==> src/rtl/ggd_pkg.sv <==
// shared types and constants for the gyro gesture event detector
// no dependencies
package ggd_pkg;

  // gesture codes as seen on the result channel
  typedef enum logic [2:0] {
    G_NONE        = 3'd0,
    G_ROTATE_CW   = 3'd1,
    G_ROTATE_CCW  = 3'd2,
    G_FLICK_UP    = 3'd3,
    G_FLICK_DOWN  = 3'd4,
    G_FLICK_LEFT  = 3'd5,
    G_FLICK_RIGHT = 3'd6
  } gesture_e;

  // configuration register indexes
  typedef enum logic [1:0] {
    CFG_DEBOUNCE = 2'd0,
    CFG_ROTATE   = 2'd1,
    CFG_FLICK    = 2'd2
  } cfg_idx_e;

  localparam int unsigned RateW   = 16;
  localparam int unsigned TimeW   = 32;
  localparam int unsigned DebW    = 16;
  localparam int unsigned ThrW    = 15;
  localparam int unsigned CfgIdxW = 2;

  localparam logic [DebW-1:0] DebounceRst = 16'd300;
  localparam logic [ThrW-1:0] RotateRst   = 15'd1600;
  localparam logic [ThrW-1:0] FlickRst    = 15'd2400;

  // threshold crossings of one sample
  typedef struct packed {
    logic rot_pos;
    logic rot_neg;
    logic x_pos;
    logic x_neg;
    logic z_pos;
    logic z_neg;
  } ggd_flags_t;

endpackage

==> src/rtl/ggd_axis_cmp.sv <==
// threshold comparators for the three rate axes
// depends on ggd_pkg
module ggd_axis_cmp import ggd_pkg::*; (
  input  logic signed [RateW-1:0] rate_x_i,
  input  logic signed [RateW-1:0] rate_y_i,
  input  logic signed [RateW-1:0] rate_z_i,
  input  logic        [ThrW-1:0]  rotate_thr_i,
  input  logic        [ThrW-1:0]  flick_thr_i,
  output ggd_flags_t              flags_o
);

  logic signed [RateW:0] x_ext, y_ext, z_ext;
  logic signed [RateW:0] rot_pos_thr, rot_neg_thr, flk_pos_thr, flk_neg_thr;

  // sign-extend rates, thresholds get one extra bit for the negated form
  assign x_ext = {rate_x_i[RateW-1], rate_x_i};
  assign y_ext = {rate_y_i[RateW-1], rate_y_i};
  assign z_ext = {rate_z_i[RateW-1], rate_z_i};

  assign rot_pos_thr = $signed({2'b00, rotate_thr_i});
  assign flk_pos_thr = $signed({2'b00, flick_thr_i});
  assign rot_neg_thr = (RateW+1)'(0) - rot_pos_thr;
  assign flk_neg_thr = (RateW+1)'(0) - flk_pos_thr;

  // strict compares, a rate equal to a threshold is quiet
  always_comb begin
    flags_o.rot_pos = y_ext > rot_pos_thr;
    flags_o.rot_neg = y_ext < rot_neg_thr;
    flags_o.x_pos   = x_ext > flk_pos_thr;
    flags_o.x_neg   = x_ext < flk_neg_thr;
    flags_o.z_pos   = z_ext > flk_pos_thr;
    flags_o.z_neg   = z_ext < flk_neg_thr;
  end

endmodule

==> src/rtl/ggd_decide.sv <==
// gesture state, debounce window and decision priority
// depends on ggd_pkg
module ggd_decide import ggd_pkg::*; (
  input  logic             clk_i,
  input  logic             rst_ni,
  input  logic             adv_i,
  input  ggd_flags_t       flags_i,
  input  logic [TimeW-1:0] now_ms_i,
  input  logic [DebW-1:0]  debounce_i,
  output gesture_e         gesture_o
);

  gesture_e         cur_q, cur_d;
  logic [TimeW-1:0] last_q, last_d;
  logic [TimeW-1:0] elapsed;
  logic             open;
  logic             stamp;
  logic             is_rot;

  // wrapped time since the last stamped decision
  assign elapsed = now_ms_i - last_q;
  assign open    = elapsed >= {{(TimeW-DebW){1'b0}}, debounce_i};
  assign is_rot  = (cur_q == G_ROTATE_CW) || (cur_q == G_ROTATE_CCW);

  // priority: rotation on y, then flick on x, then flick on z
  always_comb begin
    cur_d = cur_q;
    stamp = 1'b0;
    if (open) begin
      stamp = 1'b1;
      if (flags_i.rot_pos) begin
        cur_d = (cur_q == G_ROTATE_CW) ? G_NONE : G_ROTATE_CCW;
      end else if (flags_i.rot_neg) begin
        cur_d = (cur_q == G_ROTATE_CCW) ? G_NONE : G_ROTATE_CW;
      end else if (flags_i.x_pos) begin
        cur_d = G_FLICK_DOWN;
      end else if (flags_i.x_neg) begin
        cur_d = G_FLICK_UP;
      end else if (flags_i.z_pos) begin
        cur_d = G_FLICK_LEFT;
      end else if (flags_i.z_neg) begin
        cur_d = G_FLICK_RIGHT;
      end else begin
        // quiet: rotations held, flicks cleared, no time stamp
        stamp = 1'b0;
        if (!is_rot) begin
          cur_d = G_NONE;
        end
      end
    end
    last_d = stamp ? now_ms_i : last_q;
  end

  // state advances only when the item moves to the result register
  always_ff @(posedge clk_i or negedge rst_ni) begin
    if (!rst_ni) begin
      cur_q  <= G_NONE;
      last_q <= '0;
    end else if (adv_i) begin
      cur_q  <= cur_d;
      last_q <= last_d;
    end
  end

  assign gesture_o = cur_d;

endmodule

==> src/rtl/gyro_gesture_event_detector.sv <==
// Gyro gesture event detector: one three-axis rate sample (signed Q12.4 deg/s) plus a
// millisecond timestamp in, one gesture code out per sample. Two register stages: a
// sample register feeding the comparators and the gesture state, and a result register
// on the output. The gesture state is updated in the same cycle the sample moves to the
// result register, so a new sample can be taken every clock unless a stalled result
// blocks the sample register. Result valid is set when the sample moves to the result
// register. Configuration writes take effect on the next clock
// and must be issued only while no sample is in flight.
// depends on ggd_pkg, ggd_axis_cmp, ggd_decide
module gyro_gesture_event_detector import ggd_pkg::*; (
  input  logic                    clk_i,
  input  logic                    rst_ni,
  // configuration write port
  input  logic                    cfg_we_i,
  input  logic [CfgIdxW-1:0]      cfg_idx_i,
  input  logic [DebW-1:0]         cfg_wdata_i,
  // sample channel
  input  logic                    in_valid_i,
  output logic                    in_ready_o,
  input  logic signed [RateW-1:0] rate_x_i,
  input  logic signed [RateW-1:0] rate_y_i,
  input  logic signed [RateW-1:0] rate_z_i,
  input  logic [TimeW-1:0]        now_ms_i,
  // result channel
  output logic                    out_valid_o,
  input  logic                    out_ready_i,
  output logic [2:0]              gesture_o
);

  logic [DebW-1:0] debounce_q;
  logic [ThrW-1:0] rotate_thr_q;
  logic [ThrW-1:0] flick_thr_q;

  logic                    s1_valid_q;
  logic signed [RateW-1:0] rx_q, ry_q, rz_q;
  logic [TimeW-1:0]        now_q;

  logic       out_valid_q;
  gesture_e   gesture_q;
  gesture_e   gesture_d;
  ggd_flags_t flags;
  logic       in_xfer;
  logic       adv;

  // configuration registers
  always_ff @(posedge clk_i or negedge rst_ni) begin
    if (!rst_ni) begin
      debounce_q   <= DebounceRst;
      rotate_thr_q <= RotateRst;
      flick_thr_q  <= FlickRst;
    end else if (cfg_we_i) begin
      unique case (cfg_idx_i)
        CFG_DEBOUNCE: debounce_q   <= cfg_wdata_i;
        CFG_ROTATE:   rotate_thr_q <= cfg_wdata_i[ThrW-1:0];
        CFG_FLICK:    flick_thr_q  <= cfg_wdata_i[ThrW-1:0];
        default: ;
      endcase
    end
  end

  // handshake: sample stage moves on when the result register is free or drains
  assign adv        = s1_valid_q && (!out_valid_q || out_ready_i);
  assign in_ready_o = !s1_valid_q || adv;
  assign in_xfer    = in_valid_i && in_ready_o;

  always_ff @(posedge clk_i or negedge rst_ni) begin
    if (!rst_ni) begin
      s1_valid_q <= 1'b0;
    end else if (in_ready_o) begin
      s1_valid_q <= in_valid_i;
    end
  end

  // sample register
  always_ff @(posedge clk_i) begin
    if (in_xfer) begin
      rx_q  <= rate_x_i;
      ry_q  <= rate_y_i;
      rz_q  <= rate_z_i;
      now_q <= now_ms_i;
    end
  end

  ggd_axis_cmp u_cmp (
    .rate_x_i     (rx_q),
    .rate_y_i     (ry_q),
    .rate_z_i     (rz_q),
    .rotate_thr_i (rotate_thr_q),
    .flick_thr_i  (flick_thr_q),
    .flags_o      (flags)
  );

  ggd_decide u_decide (
    .clk_i      (clk_i),
    .rst_ni     (rst_ni),
    .adv_i      (adv),
    .flags_i    (flags),
    .now_ms_i   (now_q),
    .debounce_i (debounce_q),
    .gesture_o  (gesture_d)
  );

  // result register
  always_ff @(posedge clk_i or negedge rst_ni) begin
    if (!rst_ni) begin
      out_valid_q <= 1'b0;
    end else if (adv) begin
      out_valid_q <= 1'b1;
    end else if (out_ready_i) begin
      out_valid_q <= 1'b0;
    end
  end

  always_ff @(posedge clk_i) begin
    if (adv) begin
      gesture_q <= gesture_d;
    end
  end

  assign out_valid_o = out_valid_q;
  assign gesture_o   = gesture_q;

endmodule

==> config.mk <==
export PLATFORM = sky130hd
export DESIGN_NAME = gyro_gesture_event_detector
export DESIGN_NICKNAME = d
export VERILOG_FILES = /design/src/rtl/ggd_pkg.sv /design/src/rtl/ggd_axis_cmp.sv /design/src/rtl/ggd_decide.sv /design/src/rtl/gyro_gesture_event_detector.sv
export SDC_FILE = /design/constraint.sdc
export NUM_CORES = 1
export LEC_CHECK = 0
export BUFFER_PORTS_ARGS = -buffer_cell sky130_fd_sc_hd__clkbuf_2
export CAP_MARGIN = 30
export CORE_ASPECT_RATIO = 0.5
export CORE_UTILIZATION = 40
export CTS_CLUSTER_DIAMETER = 50
export DETAILED_ROUTE_END_ITERATION = 7
export PLACE_DENSITY = 0.55
export SKIP_CTS_REPAIR_TIMING = 1
export SYNTH_ARGS = -nofsm -noshare
export SYNTH_HDL_FRONTEND = slang
export SYNTH_SLANG_ARGS = --single-unit
==> constraint.sdc <==
create_clock -name clk_i -period 9.2 [get_ports clk_i]
set_input_delay 1.38 -clock clk_i [delete_from_list [all_inputs] [get_ports clk_i]]
set_output_delay 1.38 -clock clk_i [all_outputs]
set_load 0.01 [all_outputs]
# After elaboration in Yosys (flattened, before gate mapping)
# Index checks and enable logic that the tools add are counted.
# totals
regBits	166
elab_cells	58
inputBits	103
# classes
n_mux	19
addsub	3
reduce_logical	13
n_eq_ne	4
order_cmp	7
# op_table
operator	n
$gt A16 B16 Y1	3
$lt A16 B16 Y1	3
$ge A32 B16 Y1	1
$sub A1 B15 Y16 const A	2
$sub A32 B32 Y32	1
$mux W3	8
$mux W1	10
$reduce_and A2 Y1	4
$eq A3 B1 Y1 const B	1
$eq A3 B2 Y1 const B	1
$logic_or A1 B1 Y1	3
$eq A2 B1 Y1 const B	1
$eq A2 B2 Y1 const B	1
$logic_and A1 B1 Y1	2
$logic_not A1 Y1	2
$logic_not A2 Y1	1
$mux W2	1
$reduce_bool A2 Y1	1

# Depth between registers and ports, before layout
# Gate-level depths: netlist of the first run.
# logic_depth
depth_word	10
depth_mapped	24

# Cells and area by module
# Synthesis of the first run repeated with hierarchy kept, for this count alone.
# unflattened
hier_cells	972
area_unflattened_um2	10852.9
# by_module_without_submodules
module	area_each_um2	instances	cells_per_inst
gyro_gesture_event_detector	4337.9	1	189
ggd_decide	3945.0	1	451
ggd_axis_cmp	2570.0	1	332

# Worst setup path before layout of the first run
# Ideal clock, no wire load.
# synth_timing
path_type	reg2reg
startpoint	register now_q[3]
endpoint	register gesture_q[0], in the netlist gesture_o[0] (data pin)
n_path_buf	0
stages_incl_launch_ff	22
t_arrival_ns	4.006
t_required_ns	8.938
path_slack_ns	4.931
synth_period_minus_slack_ns	4.269
cell_sequence	edfxtp_1 > ha_1 > a21o_1 > a21oi_1 > nand2_1 > nand3_1 > nand2_1 > and2_1 > o21ai_0 > nand2b_1 > a21boi_0 > xnor2_1 > ha_1 > a21oi_1 > o22ai_1 > a2111oi_0 > o211ai_1 > a21oi_1 > and4_1 > nand2_1 > or4b_1 > mux2_1
# synth_between
elab_chain_len	3
# synth_rtl
element	line	text
start, declared	gyro_gesture_event_detector.sv:36	logic [TimeW-1:0] now_q;
start signal, assigned	gyro_gesture_event_detector.sv:80	now_q <= now_ms_i;
$sub A32 B32 Y32	ggd_decide.sv:21	assign elapsed = now_ms_i - last_q;
$ge A32 B16 Y1	ggd_decide.sv:22	assign open = elapsed >= {{(TimeW-DebW){1'b0}}, debounce_i};
$mux W3	ggd_decide.sv:29	if (open) begin
net gesture_d[0]	gyro_gesture_event_detector.sv:40	gesture_e gesture_d;
end signal, assigned	gyro_gesture_event_detector.sv:116	gesture_q <= gesture_d;
end, declared	gyro_gesture_event_detector.sv:39	gesture_e gesture_q;
# The timed path passes the listed nets, and every way through them passes these cells.
# A chain may end at the register's enable or synchronous reset.

# Worst setup path after layout of the first run
# layout_timing
startpoint	register now_q[3]
endpoint	register u_decide.last_q[23]
# layout_between
elab_chain_len	4
# layout_rtl
element	line	text
$sub A32 B32 Y32	ggd_decide.sv:21	
$ge A32 B16 Y1	ggd_decide.sv:22	
$mux W1	ggd_decide.sv:29	
$reduce_and A2 Y1 (no source line)	n/a	
end signal, assigned	ggd_decide.sv:61	last_q <= last_d;
end, declared	ggd_decide.sv:14	logic [TimeW-1:0] last_q, last_d;
# No other way between the ends.

==> results of run 1 <==
-- power by group --
group	switching (uW)	leakage, uW	total (uW)	internal (uW)
Clock	314	0.000312	743	429
Sequential	82.0	0.00176	990	908
Combinational	667	0.00343	1190	524
-- worst paths after layout --
check / startpoint / endpoint / slack (ns) / depth (start not counted)
setup / recovery: now_q[3] / u_decide.last_q[23] / 4.38 / 23
hold / removal: s1_valid_q / out_valid_o / 0.50 / 1
setup reg to reg: now_q[3] / u_decide.last_q[23] / 4.38 / 23
hold reg to reg: s1_valid_q / out_valid_o / 0.50 / 1
max in group asynchronous: rst_ni / flick_thr_q[4] / 7.31 / 2
min in group asynchronous: rst_ni / u_decide.last_q[12] / 0.80 / 1
-- kinds of logic after synthesis --
logic type               Yosys count
XOR/XNOR                          49
AO/OA/AOI/OAI                    216
flip-flops                       166
multiplexers                      69
buffers and inverters            112
adder cells (fa/ha/maj)          140
AND/OR/NAND/NOR                  244
-- final cells by class --
cell class	instances	area, um2	share of cell area, %
clock buffer	23	553	4.48
clock inverter	9	72.6	0.588
inverter	100	375	3.04
multi-input combinational	718	5690	46.1
sequential	166	4580	37.2
tap	344	430	3.49
timing repair buffer	114	627	5.08
-- metal layers --
layer / vias up / global-route usage [%] / part of all wire [%]
li1: 3889 / - / -
met1: 3701 / 25.3 / 50
met3: 29 / 4.43 / 3.2
met5: - / 0 / 0
met4: 0 / 5.72 / 1.5
met2: 113 / 30.0 / 46
-- through the flow --
step	area (um2)	util (%)	hold WS, ns	std cells
2_1_floorplan	10700	-	0.457	996
4_1_cts	12300	47.9	0.506	1474
3_3_place_gp	11600	45.2	0.476	1439
3_5_place_dp	11700	45.5	0.487	1442
5_1_grt	12300	47.9	0.530	1474
6_report	12300	47.9	0.498	1474
-- registers in the layout, summed over array words and instances (netlist names) --
signal           cells
debounce_q          16
flick_thr_q         15
gesture_o            3
now_q               32
out_valid_o          1
rotate_thr_q        15
rx_q                16
ry_q                16
rz_q                16
s1_valid_q           1
u_decide.cur_q       3
u_decide.last_q     32
-- worst max-delay path, delay by kind of cell, from the launching register on --
kind / cells / cell delay, ns
compound gates: 9 / 1.64
xor+xnor: 1 / 0.11
fa+ha+maj: 2 / 0.57
buf+inv: 1 / 0.26
flops: 1 / 0.40
mux: 1 / 0.33
simple gates: 9 / 1.40
-- synth_stat cells, types with 4 or more instances --
| library cell | count |
|---|---|
| xor2_1 | 12 |
| a21oi_1 | 64 |
| nand2_1 | 73 |
| xnor2_1 | 36 |
| a2111oi_0 | 4 |
| a211oi_1 | 11 |
| o21ai_1 | 7 |
| nor4_1 | 7 |
| mux2_2 | 36 |
| nor2_1 | 52 |
| o21a_1 | 10 |
| dfstp_2 | 11 |
| o21ai_0 | 52 |
| nor3b_1 | 5 |
| nor3_1 | 20 |
| nor2b_1 | 12 |
| edfxtp_1 | 83 |
| nand3_1 | 17 |
| inv_1 | 100 |
| o22ai_1 | 4 |
| a21o_1 | 14 |
| ha_1 | 139 |
| nand4_1 | 25 |
| dfrtp_1 | 72 |
| clkbuf_1 | 9 |
| mux2_4 | 29 |
| nand2b_1 | 12 |
| o211ai_1 | 8 |
==> impl_metrics.env, run 1 <==
export IMPL_status="completed"
export IMPL_setup_tns_ns=0
export IMPL_max_freq_mhz=208
export IMPL_routed_wl_um=24700
export IMPL_period_share_pct=52.4
export IMPL_ant_nets=0
export IMPL_netlist_area_um2=10700
export IMPL_powerDensity_nw_per_um2=237
export IMPL_synthMuxAreaShare_pct=8.23
export IMPL_critPathCaptureType="flop"
export IMPL_pre_cts_ws_ns=4.42
export IMPL_synth_compound_area_share_pct=12.9
export IMPL_worstHoldPathType="flop to flop"
export IMPL_start_util_pct=41.7
export IMPL_clock_sinks=166
export IMPL_synth_cell_types=72
export IMPL_synth_top_family_by_area="adder cells"
export IMPL_core_area_um2=25800
export IMPL_max_stage_delay_ns=0.40
export IMPL_synthAdderAreaFrac_pct=16.4
export IMPL_gp_congestion=0.866
export IMPL_grt_max_degree=63
export IMPL_clkLatencyLatePin_ns=0.46
export IMPL_cp_required_ns=9.54
export IMPL_first_pass_iters=7
export IMPL_drc=0
export IMPL_grt_use_total_pct=18.8
export IMPL_finClkSkew_ns=0.0126
export IMPL_syn_nets=1239
export IMPL_criticalPathCategory="flop to flop"
export IMPL_fill_cells=2387
export IMPL_synth_avg_cell_area_um2=10.8
export IMPL_cts_root_buffer_cell="clkbuf_16"
export IMPL_tightest_slew_ns=0.842
export IMPL_ys_warn_count=0
export IMPL_slew_violations=0
export IMPL_crit_top_cell="a21oi_1"
export IMPL_numCtsBuffers=17
export IMPL_ctsHtreeMaxLevel=4
export IMPL_synth_area_leader_cell="edfxtp_1"
export IMPL_synth_xor_area_share_pct=4.07
export IMPL_fin_nets=1360
export IMPL_vias=7732
export IMPL_crit_fanout=18
export IMPL_syn_to_final_growth_pct=14.9
export IMPL_fin_ws_ns=4.38
export IMPL_hold_viol_final=0
export IMPL_ys_seq_area_share_pct=42.7
export IMPL_final_common_cell="ha_1"
export IMPL_fp_dieW_um=234
export IMPL_synth_simple_area_share_pct=11.4
export IMPL_cp_slowest_cell="edfxtp_1"
export IMPL_synth_flop_cell="edfxtp_1"
export IMPL_hpwl_um=19900
export IMPL_path_cells="ha_1 > a21o_1 > a21oi_1 > nand2_1 > nand3_1 > nand2_1 > and2_1 > o21ai_0 > nand2b_1 > a21boi_0 > xnor2_1 > ha_1 > a21oi_1 > o22ai_1 > a2111oi_0 > o211ai_1 > a21oi_1 > and4_1 > nand4_1 > nor4_4 > nor3_4 > buf_4 > mux2_4"
export IMPL_ys_ff_latch=166
export IMPL_vdd_drop_max_mv=0.165
export IMPL_synthArstFlopShare_pct=50.0
export IMPL_gr_total_overflow=0
export IMPL_fp_dieH_um=118
export IMPL_drtIter0Drc=419
export IMPL_wl_per_cell_um=16.8
export IMPL_cts_buffer_depth=2
export IMPL_cts_tree="done"
export IMPL_synth_area_top_cells="edfxtp_1 23%, dfrtp_1 17%, ha_1 16%"
export IMPL_via_per_inst=5.25
export IMPL_yosysTopAreaCellShare_pct=23.2
export IMPL_port_buffer_count=107
export IMPL_drive_above_1_share_pct=21.0
export IMPL_mostFrequentLayoutCells="139 x ha_1, 106 x clkbuf_2, 100 x inv_1"
export IMPL_crit_path_start_kind="flop"
export IMPL_die_area_um2=27500
export IMPL_antenna_cells=0
export IMPL_syn_inst=996
export IMPL_num_rows=41
export IMPL_grt_pass1_vias=7816
export IMPL_synth_edf_count=83
export IMPL_min_period_ns=4.82
export IMPL_setup_violations=0
export IMPL_p_leak_uw=0.00551
export IMPL_grt_first_pass_wirelength_um=40000
export IMPL_cp_arrival_ns=5.15
export IMPL_max_cap_viol_count=0
export IMPL_antenna_found_initial=0
export IMPL_relSlewSlack_pct=43.2
export IMPL_rsz0062_at_grt="false"
export IMPL_ios=108
export IMPL_clk_pin_slew_ns=0.07
export IMPL_total_power_uw=2920
Power figures use the tool's default switching activity.
==> run 2: changes to the inputs <==
==> constraint.sdc (replaced) <==
create_clock -name clk_i -period 4.75 [get_ports clk_i]
set_input_delay 0.7125 -clock clk_i [delete_from_list [all_inputs] [get_ports clk_i]]
set_output_delay 0.7125 -clock clk_i [all_outputs]
set_load 0.01 [all_outputs]
==> run 2 against run 1 <==
Effect of this change: combinational power is 110% higher; sequential share of layout area is 0.73 points lower; power is 100% higher.
==> impl_metrics.env, run 2 (same netlist as run 1, synthesis figures left out) <==
export IMPL_status="completed"
export IMPL_fin_nets=1372
export IMPL_gr_usage_met1_pct=26.5
export IMPL_final_common_cell="ha_1"
export IMPL_drtIter0Drc=491
export IMPL_use_met3_pct=3.85
export IMPL_relSlewSlack_pct=44.3
export IMPL_antenna_found_initial=0
export IMPL_vdd_drop_max_mv=0.278
export IMPL_first_pass_iters=7
export IMPL_powerDensity_nw_per_um2=465
export IMPL_r2r_start="now_q[3]"
export IMPL_hpwl_um=20100
export IMPL_worstHoldPathType="input port to async pin"
export IMPL_cts_tree="done"
export IMPL_setup_violations=0
export IMPL_critPathLaunch="now_q[3]"
export IMPL_min_period_ns=4.52
export IMPL_critPathCaptureType="flop"
export IMPL_grt_use_met2_pct=31.5
export IMPL_criticalPathCategory="flop to flop"
export IMPL_max_freq_mhz=221
export IMPL_fp_dieW_um=234
export IMPL_grt_pass1_vias=8046
export IMPL_ctsHtreeMaxLevel=4
export IMPL_syn_to_final_growth_pct=17.2
export IMPL_via_per_inst=5.22
export IMPL_routed_wl_um=25600
export IMPL_wl_per_cell_um=17.2
export IMPL_crit_path_start_kind="flop"
export IMPL_grt_max_degree=61
export IMPL_num_rows=41
export IMPL_antenna_cells=0
export IMPL_place_inst=1445
export IMPL_hold_viol_final=0
export IMPL_mostFrequentLayoutCells="132 x ha_1, 106 x clkbuf_2, 99 x inv_1"
export IMPL_cts_buffer_depth=2
export IMPL_cp_top_family="simple AND/OR/NAND/NOR gates"
export IMPL_start_util_pct=41.7
export IMPL_tightest_slew_ns=0.827
export IMPL_clk_pin_slew_ns=0.06
export IMPL_p_leak_uw=0.00558
export IMPL_numCtsBuffers=17
export IMPL_ant_nets=0
export IMPL_gp_congestion=0.854
export IMPL_port_buffer_count=107
export IMPL_die_area_um2=27500
export IMPL_slew_violations=0
export IMPL_ios=108
export IMPL_drive_above_1_share_pct=23.8
export IMPL_grt_first_pass_wirelength_um=41800
export IMPL_largestRegisters="now_q: 32 flops, u_decide.last_q: 32 flops"
export IMPL_total_power_uw=5850
export IMPL_gr_total_overflow=0
export IMPL_clock_sinks=166
export IMPL_cp_slowest_cell="edfxtp_1"
export IMPL_crit_fanout=8
export IMPL_finClkSkew_ns=0.0114
export IMPL_grt_use_total_pct=19.5
export IMPL_final_cells=1486
export IMPL_vias=7755
export IMPL_period_share_pct=95.1
export IMPL_cp_arrival_ns=4.84
export IMPL_max_stage_delay_ns=0.45
export IMPL_crit_buf_inv=1
export IMPL_max_cap_viol_count=0
export IMPL_drc=0
export IMPL_clkLatencyLatePin_ns=0.45
export IMPL_path_cells="ha_4 > a21o_1 > a21oi_2 > nand2_1 > nand3_1 > nand2_1 > and2_1 > o21ai_1 > nand2b_1 > xor2_2 > ha_1 > a21oi_2 > o21ai_2 > nor4_2 > o41ai_2 > a21oi_1 > and4_1 > nand4_1 > nor4_4 > nor3_4 > clkbuf_16 > mux2_4"
export IMPL_cts_root_buffer_cell="clkbuf_16"
export IMPL_core_area_um2=25800
export IMPL_fp_dieH_um=118
export IMPL_cp_required_ns=5.08
export IMPL_busiest_layer="met2"
run 2: cell count changes in the layout (fill, tap and decap cells not counted), sizes merged:
cell    before  now
bufinv       0    1
clkbuf     129  130
buf          8   19
clkinv       4    5
inv        105  103
run 2: final cells by class:
cell class / instances / area, um2
Inverter: 100 / 375
Multi-Input combinational cell: 718 / 5850
Fill cell: 2403 / 13200
Clock buffer: 23 / 510
Tap cell: 344 / 430
Clock inverter: 9 / 87.6
Timing Repair Buffer: 126 / 743
Sequential cell: 166 / 4580
run 2: path summary, 6_finish.rpt:
check,slack [ns],endpoint,depth (start not counted)
worst min register to register,0.50,out_valid_o,1
max in group asynchronous,3.52,rotate_thr_q[10],2
worst max-delay path,0.23,u_decide.last_q[15],22
worst min-delay path,0.36,u_decide.last_q[10],1
min in group clk_i,0.44,now_q[5],1
worst max register to register,0.23,u_decide.last_q[15],22
run 2: worst reg2reg max path, stage by stage, from the launching register on:
cell	delay, ns
edfxtp_1	0.45
ha_4	0.30
a21o_1	0.19
a21oi_2	0.15
nand2_1	0.09
nand3_1	0.09
nand2_1	0.07
and2_1	0.17
o21ai_1	0.11
nand2b_1	0.11
xor2_2	0.16
ha_1	0.33
a21oi_2	0.15
o21ai_2	0.07
nor4_2	0.30
o41ai_2	0.13
a21oi_1	0.17
and4_1	0.21
nand4_1	0.15
nor4_4	0.37
nor3_4	0.13
clkbuf_16	0.20
mux2_4	0.30
run 2: layer usage:
metal / wire [um] / up-vias / part of all wire, %
met3: 645 / 27 / 2.5
met5: 0 / - / 0
met1: 12800 / 3725 / 50
met4: 372 / 0 / 1.5
li1: - / 3901 / -
met2: 11800 / 102 / 46
run 2: report_power, final:
part           switching, uW  internal (uW)
sequential               161           1760
clock                    597            815
combinational           1380           1140
run 2: through the flow:
step | setup WS (ns) | hold slack (ns) | area [um2] | util [%] | setup TNS (ns)
floorplan | 0.481 | 0.417 | 10700 | - | 0
global placement | 0.286 | 0.469 | 11700 | 45.5 | 0
detailed placement | 0.0970 | 0.493 | 11700 | 45.6 | 0
CTS | 0.0562 | 0.376 | 12300 | 47.9 | 0
global route | -0.0145 | 0.409 | 12600 | 48.8 | -0.123
finish | 0.235 | 0.356 | 12600 | 48.8 | 0
